<file path="config.mk">
export PLATFORM = sky130hd
export DESIGN_NAME = rotary_encoder_button_qualifier
export DESIGN_NICKNAME = d
export VERILOG_FILES = /design/src/design/rebq_pkg.sv /design/src/design/rebq_enc.sv /design/src/design/rebq_btn.sv /design/src/design/rotary_encoder_button_qualifier.sv
export SDC_FILE = /design/constraint.sdc
export NUM_CORES = 1
export LEC_CHECK = 0
export BUFFER_PORTS_ARGS = -buffer_cell sky130_fd_sc_hd__buf_2
export CAP_MARGIN = 20
export CELL_PAD_IN_SITES_DETAIL_PLACEMENT = 1
export CELL_PAD_IN_SITES_GLOBAL_PLACEMENT = 2
export CORE_AREA = 4 4 238 240
export CTS_CLUSTER_DIAMETER = 50
export CTS_CLUSTER_SIZE = 20
export DETAILED_ROUTE_END_ITERATION = 7
export DIE_AREA = 0 0 242 244
export GPL_ROUTABILITY_DRIVEN = 1
export GPL_TIMING_DRIVEN = 0
export PLACE_DENSITY_LB_ADDON = 0.1
export REMOVE_ABC_BUFFERS = 1
export SYNTH_ARGS = -nofsm -noshare
export SYNTH_HDL_FRONTEND = slang
export SYNTH_SLANG_ARGS = --single-unit
</file>
<file path="constraint.sdc">
create_clock -name clk -period 4.8 [get_ports clk]
set_clock_uncertainty 0.2 [all_clocks]
set_input_delay 0.48 -clock clk [delete_from_list [all_inputs] [get_ports clk]]
set_output_delay 0.48 -clock clk [all_outputs]
set_load 0.1 [all_outputs]
</file>
<file path="src/design/rebq_pkg.sv">
// ----------------------------------------------------------------------------
// rebq_pkg
// Shared types, register codes and defaults of the encoder button qualifier.
// ----------------------------------------------------------------------------
`default_nettype none

package rebq_pkg;

  localparam int TIMER_WIDTH_DEF    = 16;
  localparam int POSITION_WIDTH_DEF = 32;

  localparam int EPS_W      = 4;
  localparam int DEBOUNCE_W = 8;
  localparam int LONG_W     = 16;
  localparam int LOCKOUT_W  = 10;
  localparam int ADDR_W     = 4;
  localparam int DATA_W     = 32;

  // Register indexes (word address paddr[3:2]).
  localparam logic [1:0] REG_EDGES    = 2'd0;
  localparam logic [1:0] REG_DEBOUNCE = 2'd1;
  localparam logic [1:0] REG_LONG     = 2'd2;
  localparam logic [1:0] REG_LOCKOUT  = 2'd3;

  localparam logic [EPS_W-1:0]      EDGES_RST    = 4'd2;
  localparam logic [DEBOUNCE_W-1:0] DEBOUNCE_RST = 8'd50;
  localparam logic [LONG_W-1:0]     LONG_RST     = 16'd1000;
  localparam logic [LOCKOUT_W-1:0]  LOCKOUT_RST  = 10'd150;

  typedef struct packed {
    logic [EPS_W-1:0]      edges_per_step;
    logic [DEBOUNCE_W-1:0] debounce_ticks;
    logic [LONG_W-1:0]     long_press_ticks;
    logic [LOCKOUT_W-1:0]  lockout_ticks;
  } cfg_t;

  typedef struct packed {
    logic button_level;
    logic take_click;
    logic take_long_press;
  } btn_in_t;

  typedef struct packed {
    logic click_taken;
    logic long_press_taken;
    logic button_stable;
    logic click_waiting;
    logic long_press_waiting;
  } btn_res_t;

endpackage

`default_nettype wire

</file>
<file path="src/design/rebq_enc.sv">
// ----------------------------------------------------------------------------
// rebq_enc
// Quadrature edge accumulator and wrapping step position, one tick per enable.
// ----------------------------------------------------------------------------
`default_nettype none

module rebq_enc #(
  parameter int POSITION_WIDTH = rebq_pkg::POSITION_WIDTH_DEF
) (
  input  wire logic                        clk,
  input  wire logic                        rst_n,
  input  wire logic                        en,
  input  wire logic                        clk_level,
  input  wire logic                        dt_level,
  input  wire logic                        load_position,
  input  wire logic signed [31:0]          new_position,
  input  wire logic [rebq_pkg::EPS_W-1:0]  edges_per_step,
  output logic signed [31:0]               position_nxt
);
  import rebq_pkg::*;

  logic                      last_clk_r, last_clk_nxt;
  logic signed [4:0]         accum_r, accum_nxt;
  logic [POSITION_WIDTH-1:0] pos_r, pos_nxt;

  logic signed [5:0]  eps;
  logic signed [5:0]  acc;
  logic signed [63:0] load_ext;
  logic [63:0]        pos_wide;

  always_comb begin
    eps          = (edges_per_step == '0) ? 6'sd1 : signed'({2'b00, edges_per_step});
    acc          = 6'(accum_r) + ((dt_level != clk_level) ? 6'sd1 : -6'sd1);
    load_ext     = 64'(new_position);
    last_clk_nxt = last_clk_r;
    accum_nxt    = accum_r;
    pos_nxt      = pos_r;
    if (clk_level != last_clk_r) begin
      last_clk_nxt = clk_level;
      if (acc >= eps) begin
        pos_nxt   = pos_r + POSITION_WIDTH'(1);
        accum_nxt = 5'(acc - eps);
      end else if (acc <= -eps) begin
        pos_nxt   = pos_r - POSITION_WIDTH'(1);
        accum_nxt = 5'(acc + eps);
      end else begin
        accum_nxt = 5'(acc);
      end
    end
    if (load_position) begin
      pos_nxt = load_ext[POSITION_WIDTH-1:0];
    end
    pos_wide     = 64'(pos_nxt);
    position_nxt = signed'(pos_wide[31:0]);
  end

  always_ff @(posedge clk) begin
    if (!rst_n) begin
      last_clk_r <= 1'b1;
      accum_r    <= '0;
      pos_r      <= '0;
    end else if (en) begin
      last_clk_r <= last_clk_nxt;
      accum_r    <= accum_nxt;
      pos_r      <= pos_nxt;
    end
  end

endmodule

`default_nettype wire

</file>
<file path="src/design/rebq_btn.sv">
// ----------------------------------------------------------------------------
// rebq_btn
// Switch edge capture, polled debounce, long-press detection and consumes.
// ----------------------------------------------------------------------------
`default_nettype none

module rebq_btn #(
  parameter int TIMER_WIDTH = rebq_pkg::TIMER_WIDTH_DEF
) (
  input  wire logic              clk,
  input  wire logic              rst_n,
  input  wire logic              en,
  input  wire rebq_pkg::cfg_t    cfg,
  input  wire rebq_pkg::btn_in_t btn_in,
  output rebq_pkg::btn_res_t     btn_res
);
  import rebq_pkg::*;

  localparam logic [TIMER_WIDTH-1:0] TMAX = '1;

  logic                   last_raw_r, last_raw_nxt;
  logic                   stable_r, stable_nxt;
  logic [TIMER_WIDTH-1:0] since_raw_r, since_raw_nxt;
  logic [TIMER_WIDTH-1:0] press_el_r, press_el_nxt;
  logic [TIMER_WIDTH-1:0] since_click_r, since_click_nxt;
  logic                   press_act_r, press_act_nxt;
  logic                   long_rep_r, long_rep_nxt;
  logic                   click_flag_r, click_flag_nxt;
  logic                   long_flag_r, long_flag_nxt;
  logic                   pending_r, pending_nxt;
  logic [LOCKOUT_W-1:0]   lockout_r, lockout_nxt;
  logic                   click_taken, long_taken;
  logic                   raw;

  always_comb begin
    raw         = btn_in.button_level;
    click_taken = 1'b0;
    long_taken  = 1'b0;

    // Timers advance first; all up-counters stick at full scale.
    lockout_nxt     = (lockout_r != '0) ? lockout_r - LOCKOUT_W'(1) : lockout_r;
    since_raw_nxt   = (since_raw_r == TMAX) ? since_raw_r : since_raw_r + TIMER_WIDTH'(1);
    since_click_nxt = (since_click_r == TMAX) ? since_click_r
                                              : since_click_r + TIMER_WIDTH'(1);
    press_el_nxt    = (press_act_r && press_el_r != TMAX) ? press_el_r + TIMER_WIDTH'(1)
                                                          : press_el_r;
    last_raw_nxt   = last_raw_r;
    stable_nxt     = stable_r;
    press_act_nxt  = press_act_r;
    long_rep_nxt   = long_rep_r;
    click_flag_nxt = click_flag_r;
    long_flag_nxt  = long_flag_r;
    pending_nxt    = pending_r;

    // Raw falling edge raises a click outside the lockout window when no event is pending.
    if (!raw && last_raw_r && !pending_r && lockout_nxt == '0) begin
      click_flag_nxt = 1'b1;
      pending_nxt    = 1'b1;
      lockout_nxt    = cfg.lockout_ticks;
    end

    if (raw != last_raw_r) begin
      since_raw_nxt = '0;
      last_raw_nxt  = raw;
    end

    if (32'(since_raw_nxt) > 32'(cfg.debounce_ticks)) begin
      if (raw != stable_r) begin
        stable_nxt = raw;
        if (!raw) begin
          press_act_nxt = 1'b1;
          press_el_nxt  = '0;
          long_rep_nxt  = 1'b0;
        end else begin
          if (!long_flag_nxt && !click_flag_nxt) begin
            pending_nxt    = 1'b0;
            click_flag_nxt = 1'b0;
          end
          press_act_nxt = 1'b0;
          long_rep_nxt  = 1'b0;
        end
      end
      if (!stable_nxt && !long_rep_nxt && press_act_nxt &&
          32'(press_el_nxt) >= 32'(cfg.long_press_ticks)) begin
        long_flag_nxt  = 1'b1;
        click_flag_nxt = 1'b0;
        long_rep_nxt   = 1'b1;
      end
    end

    if (btn_in.take_click && 32'(since_click_nxt) > 32'(cfg.debounce_ticks) &&
        !long_flag_nxt && click_flag_nxt) begin
      click_flag_nxt  = 1'b0;
      pending_nxt     = 1'b0;
      lockout_nxt     = '0;
      since_click_nxt = '0;
      click_taken     = 1'b1;
    end
    if (btn_in.take_long_press && long_flag_nxt) begin
      long_flag_nxt  = 1'b0;
      click_flag_nxt = 1'b0;
      pending_nxt    = 1'b0;
      lockout_nxt    = '0;
      long_taken     = 1'b1;
    end

    btn_res.click_taken        = click_taken;
    btn_res.long_press_taken   = long_taken;
    btn_res.button_stable      = stable_nxt;
    btn_res.click_waiting      = click_flag_nxt;
    btn_res.long_press_waiting = long_flag_nxt;
  end

  always_ff @(posedge clk) begin
    if (!rst_n) begin
      last_raw_r    <= 1'b1;
      stable_r      <= 1'b1;
      since_raw_r   <= '0;
      press_el_r    <= '0;
      since_click_r <= '0;
      press_act_r   <= 1'b0;
      long_rep_r    <= 1'b0;
      click_flag_r  <= 1'b0;
      long_flag_r   <= 1'b0;
      pending_r     <= 1'b0;
      lockout_r     <= '0;
    end else if (en) begin
      last_raw_r    <= last_raw_nxt;
      stable_r      <= stable_nxt;
      since_raw_r   <= since_raw_nxt;
      press_el_r    <= press_el_nxt;
      since_click_r <= since_click_nxt;
      press_act_r   <= press_act_nxt;
      long_rep_r    <= long_rep_nxt;
      click_flag_r  <= click_flag_nxt;
      long_flag_r   <= long_flag_nxt;
      pending_r     <= pending_nxt;
      lockout_r     <= lockout_nxt;
    end
  end

endmodule

`default_nettype wire

</file>
<file path="src/design/rotary_encoder_button_qualifier.sv">
// ----------------------------------------------------------------------------
// Rotary encoder button qualifier
// Turns pin samples into a step position and qualified click events.
// ----------------------------------------------------------------------------
// Usage: send one word per sample tick on the in_ channel (encoder pins, switch
// pin, consume strobes, optional position load). Every input word yields
// exactly one result word on the out_ channel: the position after the tick,
// the consume results, the debounced switch level and the pending flags.
// A word goes into an input register at acceptance and its result moves into
// the output register when that register is empty or being read. The block
// takes one word per cycle while the receiver keeps up; the tick update is
// computed combinationally from the state registers, which sets that rate.
// When the receiver stalls, the result is held and the input register still
// fills; in_ready drops only when both registers are full and out_ready low.
// Reset (rst_n low, synchronous) empties both registers, restores the
// register defaults (2, 50, 1000, 150) and the idle state (pins high, no
// events, position zero). Registers sit at APB byte addresses 0, 4, 8 and 12;
// the user writes them only while the block is idle; nothing enforces it.
// ----------------------------------------------------------------------------
`default_nettype none

module rotary_encoder_button_qualifier #(
  parameter int TIMER_WIDTH    = rebq_pkg::TIMER_WIDTH_DEF,
  parameter int POSITION_WIDTH = rebq_pkg::POSITION_WIDTH_DEF
) (
  input  wire logic                         clk,
  input  wire logic                         rst_n,
  input  wire logic                         in_valid,
  output logic                              in_ready,
  input  wire logic                         in_clk_level,
  input  wire logic                         in_dt_level,
  input  wire logic                         in_button_level,
  input  wire logic                         in_take_click,
  input  wire logic                         in_take_long_press,
  input  wire logic                         in_load_position,
  input  wire logic signed [31:0]           in_new_position,
  output logic                              out_valid,
  input  wire logic                         out_ready,
  output logic signed [31:0]                out_position,
  output logic                              out_click_taken,
  output logic                              out_long_press_taken,
  output logic                              out_button_stable,
  output logic                              out_click_waiting,
  output logic                              out_long_press_waiting,
  input  wire logic                         psel,
  input  wire logic                         penable,
  input  wire logic                         pwrite,
  input  wire logic [rebq_pkg::ADDR_W-1:0]  paddr,
  input  wire logic [rebq_pkg::DATA_W-1:0]  pwdata,
  output logic [rebq_pkg::DATA_W-1:0]       prdata,
  output logic                              pready
);
  import rebq_pkg::*;

  cfg_t cfg_r;

  logic               s0_valid_r;
  logic               s0_clk_r, s0_dt_r, s0_load_r;
  btn_in_t            s0_btn_r;
  logic signed [31:0] s0_newpos_r;
  logic               out_valid_r;
  logic signed [31:0] position_nxt;
  btn_res_t           btn_res, res_r;
  logic signed [31:0] position_r;
  logic               adv;
  logic               wr_en;

  // The tick is applied when the input word moves into the result register.
  assign adv      = s0_valid_r && (!out_valid_r || out_ready);
  assign in_ready = !s0_valid_r || adv;

  always_ff @(posedge clk) begin
    if (!rst_n) begin
      s0_valid_r  <= 1'b0;
      out_valid_r <= 1'b0;
    end else begin
      if (in_valid && in_ready) begin
        s0_valid_r <= 1'b1;
      end else if (adv) begin
        s0_valid_r <= 1'b0;
      end
      if (adv) begin
        out_valid_r <= 1'b1;
      end else if (out_ready) begin
        out_valid_r <= 1'b0;
      end
    end
  end

  always_ff @(posedge clk) begin
    if (in_valid && in_ready) begin
      s0_clk_r    <= in_clk_level;
      s0_dt_r     <= in_dt_level;
      s0_load_r   <= in_load_position;
      s0_newpos_r <= in_new_position;
      s0_btn_r    <= '{button_level: in_button_level, take_click: in_take_click,
                       take_long_press: in_take_long_press};
    end
    if (adv) begin
      position_r <= position_nxt;
      res_r      <= btn_res;
    end
  end

  rebq_enc #(
    .POSITION_WIDTH(POSITION_WIDTH)
  ) u_enc (
    .clk           (clk),
    .rst_n         (rst_n),
    .en            (adv),
    .clk_level     (s0_clk_r),
    .dt_level      (s0_dt_r),
    .load_position (s0_load_r),
    .new_position  (s0_newpos_r),
    .edges_per_step(cfg_r.edges_per_step),
    .position_nxt  (position_nxt)
  );

  rebq_btn #(
    .TIMER_WIDTH(TIMER_WIDTH)
  ) u_btn (
    .clk    (clk),
    .rst_n  (rst_n),
    .en     (adv),
    .cfg    (cfg_r),
    .btn_in (s0_btn_r),
    .btn_res(btn_res)
  );

  assign out_valid              = out_valid_r;
  assign out_position           = position_r;
  assign out_click_taken        = res_r.click_taken;
  assign out_long_press_taken   = res_r.long_press_taken;
  assign out_button_stable      = res_r.button_stable;
  assign out_click_waiting      = res_r.click_waiting;
  assign out_long_press_waiting = res_r.long_press_waiting;

  // Configuration port.
  assign pready = 1'b1;
  assign wr_en  = psel && penable && pwrite && pready;

  always_ff @(posedge clk) begin
    if (!rst_n) begin
      cfg_r <= '{edges_per_step: EDGES_RST, debounce_ticks: DEBOUNCE_RST,
                 long_press_ticks: LONG_RST, lockout_ticks: LOCKOUT_RST};
    end else if (wr_en) begin
      unique case (paddr[3:2])
        REG_EDGES:    cfg_r.edges_per_step   <= pwdata[EPS_W-1:0];
        REG_DEBOUNCE: cfg_r.debounce_ticks   <= pwdata[DEBOUNCE_W-1:0];
        REG_LONG:     cfg_r.long_press_ticks <= pwdata[LONG_W-1:0];
        REG_LOCKOUT:  cfg_r.lockout_ticks    <= pwdata[LOCKOUT_W-1:0];
        default:      cfg_r                  <= cfg_r;
      endcase
    end
  end

  always_comb begin
    unique case (paddr[3:2])
      REG_EDGES:    prdata = DATA_W'(cfg_r.edges_per_step);
      REG_DEBOUNCE: prdata = DATA_W'(cfg_r.debounce_ticks);
      REG_LONG:     prdata = DATA_W'(cfg_r.long_press_ticks);
      REG_LOCKOUT:  prdata = DATA_W'(cfg_r.lockout_ticks);
      default:      prdata = '0;
    endcase
  end

endmodule

`default_nettype wire

</file>
==> impl_metrics.yaml <==
outcome:
  run_status: "complete, no violations"
timing:
  whs_ns: 0.0850
  report.final.setup_viol: 0
  hold_violations: 0
  setup_ws_ns: 0.234
  slew_violations: 0
  fin_crit_sh: 0.951
  max_freq_mhz: 219
  tightest_slew_ns: 1.05
  slew_headroom: 0.300
  period_needed_ns: 4.57
clock_network:
  clk_pin_slew_ns: 0.05
  cts_buffer_depth: 3
  cts-htree-levels: 2
  cts_tree: "built"
  cts_made_buffers: 44
  cts.sinks: 218
  clkLatencyLatePin_ns: 0.56
  clockRootBuffer: "clkbuf_16"
synth:
  synth_seq_cells: 218
  synth_area_mm2: 0.0135
  syn_inst: 1625
  synth_enable_flop_cells: 75
  yosys_warnings: 0
  ys_seq_area_frac: 0.379
  async_reset_ff_frac: 0
  synth.avg_cell_area_um2: 8.30
  ys.flop_type: "dfxtp_1"
  synth_cell_type_count: 85
power:
  ir_drop_v: 0.000201
  pwr-share-seq: 0.289
  sw_frac_of_total: 0.354
  total_power_mw: 7.53
  comb_power_share: 0.283
  pwr-share-clk: 0.427
  p_sw_mw: 2.67
  power-per-cell-area_mw_per_mm2: 440
  leakage_nw: 6.42
  intPower_mw: 4.87
layout:
  nets: 1908
  final_cells: 2504
  utilization: 0.313
  syn2layout_area_growth_pct: 27.0
  n_antenna_cell: 0
  drive_above_1_share: 0.159
detailed_routing:
  route.detailed.drc: 0
  via_per_inst: 4.90
  dr.pass1.iters: 4
  routedWlPerCell_um: 18.2
  wl_um: 45600
  drt-initial-drc-count: 374
  detail-route-antenna-nets: 0
  vias: 12268
critical_path:
  ff2ff_path_depth: 13
  worst_setup_path_end_kind: "flop"
  reg2reg_slack_ns: 0.23
  r2r-start: "s0_dt_r"
  crit_required_ns: 5.07
  worst-setup-path-type: "reg -> reg"
  arrival_ns: 4.84
  start_kind: "flop"
  worstPathMaxFanout: 12
  regToRegEndpoint: "u_enc.pos_r[30]"
global_route:
  antenna_found_initial: 0
  first_global_vias: 12964
  grt_usage: 0.153
  grt_pass1_wl_um: 74100
  grt_remaining_overflow: 0
  grt_max_degree: 88
place:
  routabilityCongestion: 0.750
  dp_hpwl_um: 32200
  port_buffers: 117
  dp.cells: 2348
  post-place-ws_ns: -0.996
die:
  die_h_um: 244
  floorplan.initialDensity: 0.247
  design.core.area_mm2: 0.0547
  rows: 86
  dieWidth_um: 242
  pin_count: 153
  die_area_mm2: 0.0590
hold_path:
  min_path_type: "in -> reg"
  worstHoldStart: "out_ready"
  hold_depth: 3
  worstHoldEndpoint: "out_valid"
run:
  maxCapViolCount: 0
## power by group through the flow
stage / registers [mW] / logic (mW) / clock network (mW)
floorplan: 2.35 / 1.29 / 0
global placement: 2.23 / 1.99 / 0
detailed placement: 2.22 / 2.03 / 0
CTS: 2.18 / 2.11 / 3.34
global route: 2.20 / 2.38 / 3.42
finish: 2.18 / 2.14 / 3.22
## synth_stat cells (5+ instances only)
master / instances / area share
nor2b_1: 32 / 0.015
dfxtp_1: 143 / 0.21
or4_1: 5 / 0.0028
buf_2: 7 / 0.0026
a21o_1: 11 / 0.0061
inv_1: 59 / 0.016
and4_1: 5 / 0.0032
a21oi_1: 104 / 0.039
a31oi_1: 8 / 0.0037
o21ai_0: 95 / 0.035
nor2_1: 118 / 0.033
o31a_1: 11 / 0.0071
nand3_1: 45 / 0.017
nor4_1: 16 / 0.0074
a22oi_1: 8 / 0.0045
a21boi_0: 27 / 0.015
edfxtp_1: 75 / 0.17
nand2b_1: 14 / 0.0065
mux2i_1: 24 / 0.018
clkbuf_1: 85 / 0.024
xnor2_1: 34 / 0.022
ha_1: 60 / 0.056
o31ai_1: 12 / 0.0067
nand2_1: 228 / 0.063
o2bb2ai_1: 11 / 0.0071
nor3_1: 41 / 0.015
o21ai_1: 6 / 0.0022
or2_2: 9 / 0.0042
and3_1: 22 / 0.010
buf_1: 12 / 0.0033
nand4_1: 36 / 0.017
and2_1: 24 / 0.011
o21a_1: 10 / 0.0056
or3_1: 36 / 0.017
xor2_1: 32 / 0.021
nor4b_1: 9 / 0.0058
o211ai_1: 17 / 0.0095
o22ai_1: 25 / 0.012
buf_4: 18 / 0.010
nor3b_1: 11 / 0.0061
## area by class of cell
cell class	instances	area [um^2]
multi-input cells	1238	7830
flip-flops and latches	218	5110
well taps	704	881
inverters	61	239
fillers	6405	37500
clock buffers	50	1200
repair buffers	201	1510
clock inverters	32	360
## registers in the layout, indices dropped and copies added (netlist names), 3 cells and up
signal / cells
u_btn.press_el_r: 16
u_enc.pos_r: 32
u_btn.since_raw_r: 16
cfg_r: 38
u_btn.since_click_r: 16
out_position: 32
s0_newpos_r: 32
s0_btn_r: 3
u_btn.lockout_r: 10
u_enc.accum_r: 5
## layout by cell type, fill, tap and decap left out, types with 8 or more instances in the layout
cell | synthesis | layout
o21ai_1 | 6 | 8
a22oi_1 | 8 | 8
nor3b_1 | 11 | 10
clkbuf_16 | 0 | 46
o31ai_1 | 12 | 11
dfxtp_1 | 143 | 143
nand4_1 | 36 | 36
or2_2 | 9 | 9
a21boi_0 | 27 | 27
nand3_1 | 45 | 45
ha_1 | 60 | 60
o21a_1 | 10 | 9
a21o_1 | 11 | 11
o31a_1 | 11 | 11
inv_1 | 59 | 58
o211ai_1 | 17 | 17
xnor2_1 | 34 | 32
and2_1 | 24 | 23
o21ai_0 | 95 | 91
nor4_1 | 16 | 16
nor2_1 | 118 | 115
o22ai_1 | 25 | 25
clkinv_4 | 0 | 8
dlygate4sd3_1 | 0 | 55
nor2b_1 | 32 | 31
nand2b_1 | 14 | 13
o2bb2ai_1 | 11 | 11
buf_2 | 7 | 116
buf_4 | 18 | 21
and3_1 | 22 | 22
nor4b_1 | 9 | 8
or3_1 | 36 | 35
edfxtp_1 | 75 | 75
mux2i_1 | 24 | 24
a21oi_1 | 104 | 99
nand2_1 | 228 | 226
conb_1 | 2 | 18
nor3_1 | 41 | 41
xor2_1 | 32 | 31
## layer usage
| metal | vias up | track usage | wire (um) |
|---|---|---|---|
| met5 | - | 0 | 0 |
| met1 | 5992 | 0.190 | 20800 |
| met2 | 131 | 0.277 | 22600 |
| li1 | 6083 | - | - |
| met3 | 62 | 0.0235 | 1250 |
| met4 | 0 | 0.0413 | 903 |
## per-stage QoR
| step | cell area [um^2] | setup TNS, ns |
|---|---|---|
| 3_3_place_gp | 14500 | -817.49 |
| 4_1_cts | 16900 | 0 |
| 6_report | 17100 | 0 |
| 5_1_grt | 17100 | -0.00882 |
| 3_5_place_dp | 14700 | -51.62 |
| 2_1_floorplan | 13000 | -224.55 |
## worst max-delay path: stages, from the launching register on
cell,delay [ns]
edfxtp_1,0.46
xnor2_4,0.27
fa_2,0.56
fa_1,0.50
a21o_1,0.18
a21oi_1,0.21
o31ai_1,0.15
o211ai_1,0.29
buf_4,0.22
buf_4,0.21
nand3_1,0.17
a2111o_1,0.46
or4_1,0.43
a31oi_1,0.17
## repair_timing
action,4_1_cts,5_1_grt
pin swaps,3,7
setup buffers,4,13
cloned,0,1
setup endpoints to repair,108,73
gates resized for setup,20,20
hold buffers,55,0
endpoints found under the hold margin,65,0
## cell families after synthesis
family                   after synthesis  synth area share
adder cells (fa/ha/maj)               63            0.0601
AO/OA/AOI/OAI                        393             0.187
AND/OR/NAND/NOR                      665             0.244
buffers and inverters                186            0.0586
flip-flops                           218             0.379
XOR/XNOR                              66            0.0429
other                                  2          0.000557
multiplexers                          32            0.0278
## how the worst max path moves through the flow
stage	from	to	slack [ns]	cells after the start
3_5_place_dp	s0_clk_r	out_position[14]	-1.0	15
5_1_grt	u_btn.press_el_r[0]	u_btn.since_click_r[0]	-0.006	19
6_report	s0_dt_r	u_enc.pos_r[30]	0.23	13
3_3_place_gp	out_ready	u_btn.press_el_r[14]	-7.19	6
4_1_cts	u_btn.press_el_r[0]	u_btn.lockout_r[3]	0.008	19
2_1_floorplan	out_valid	u_btn.press_el_r[14]	-2.27	5
Power figures use the tool's default switching activity.
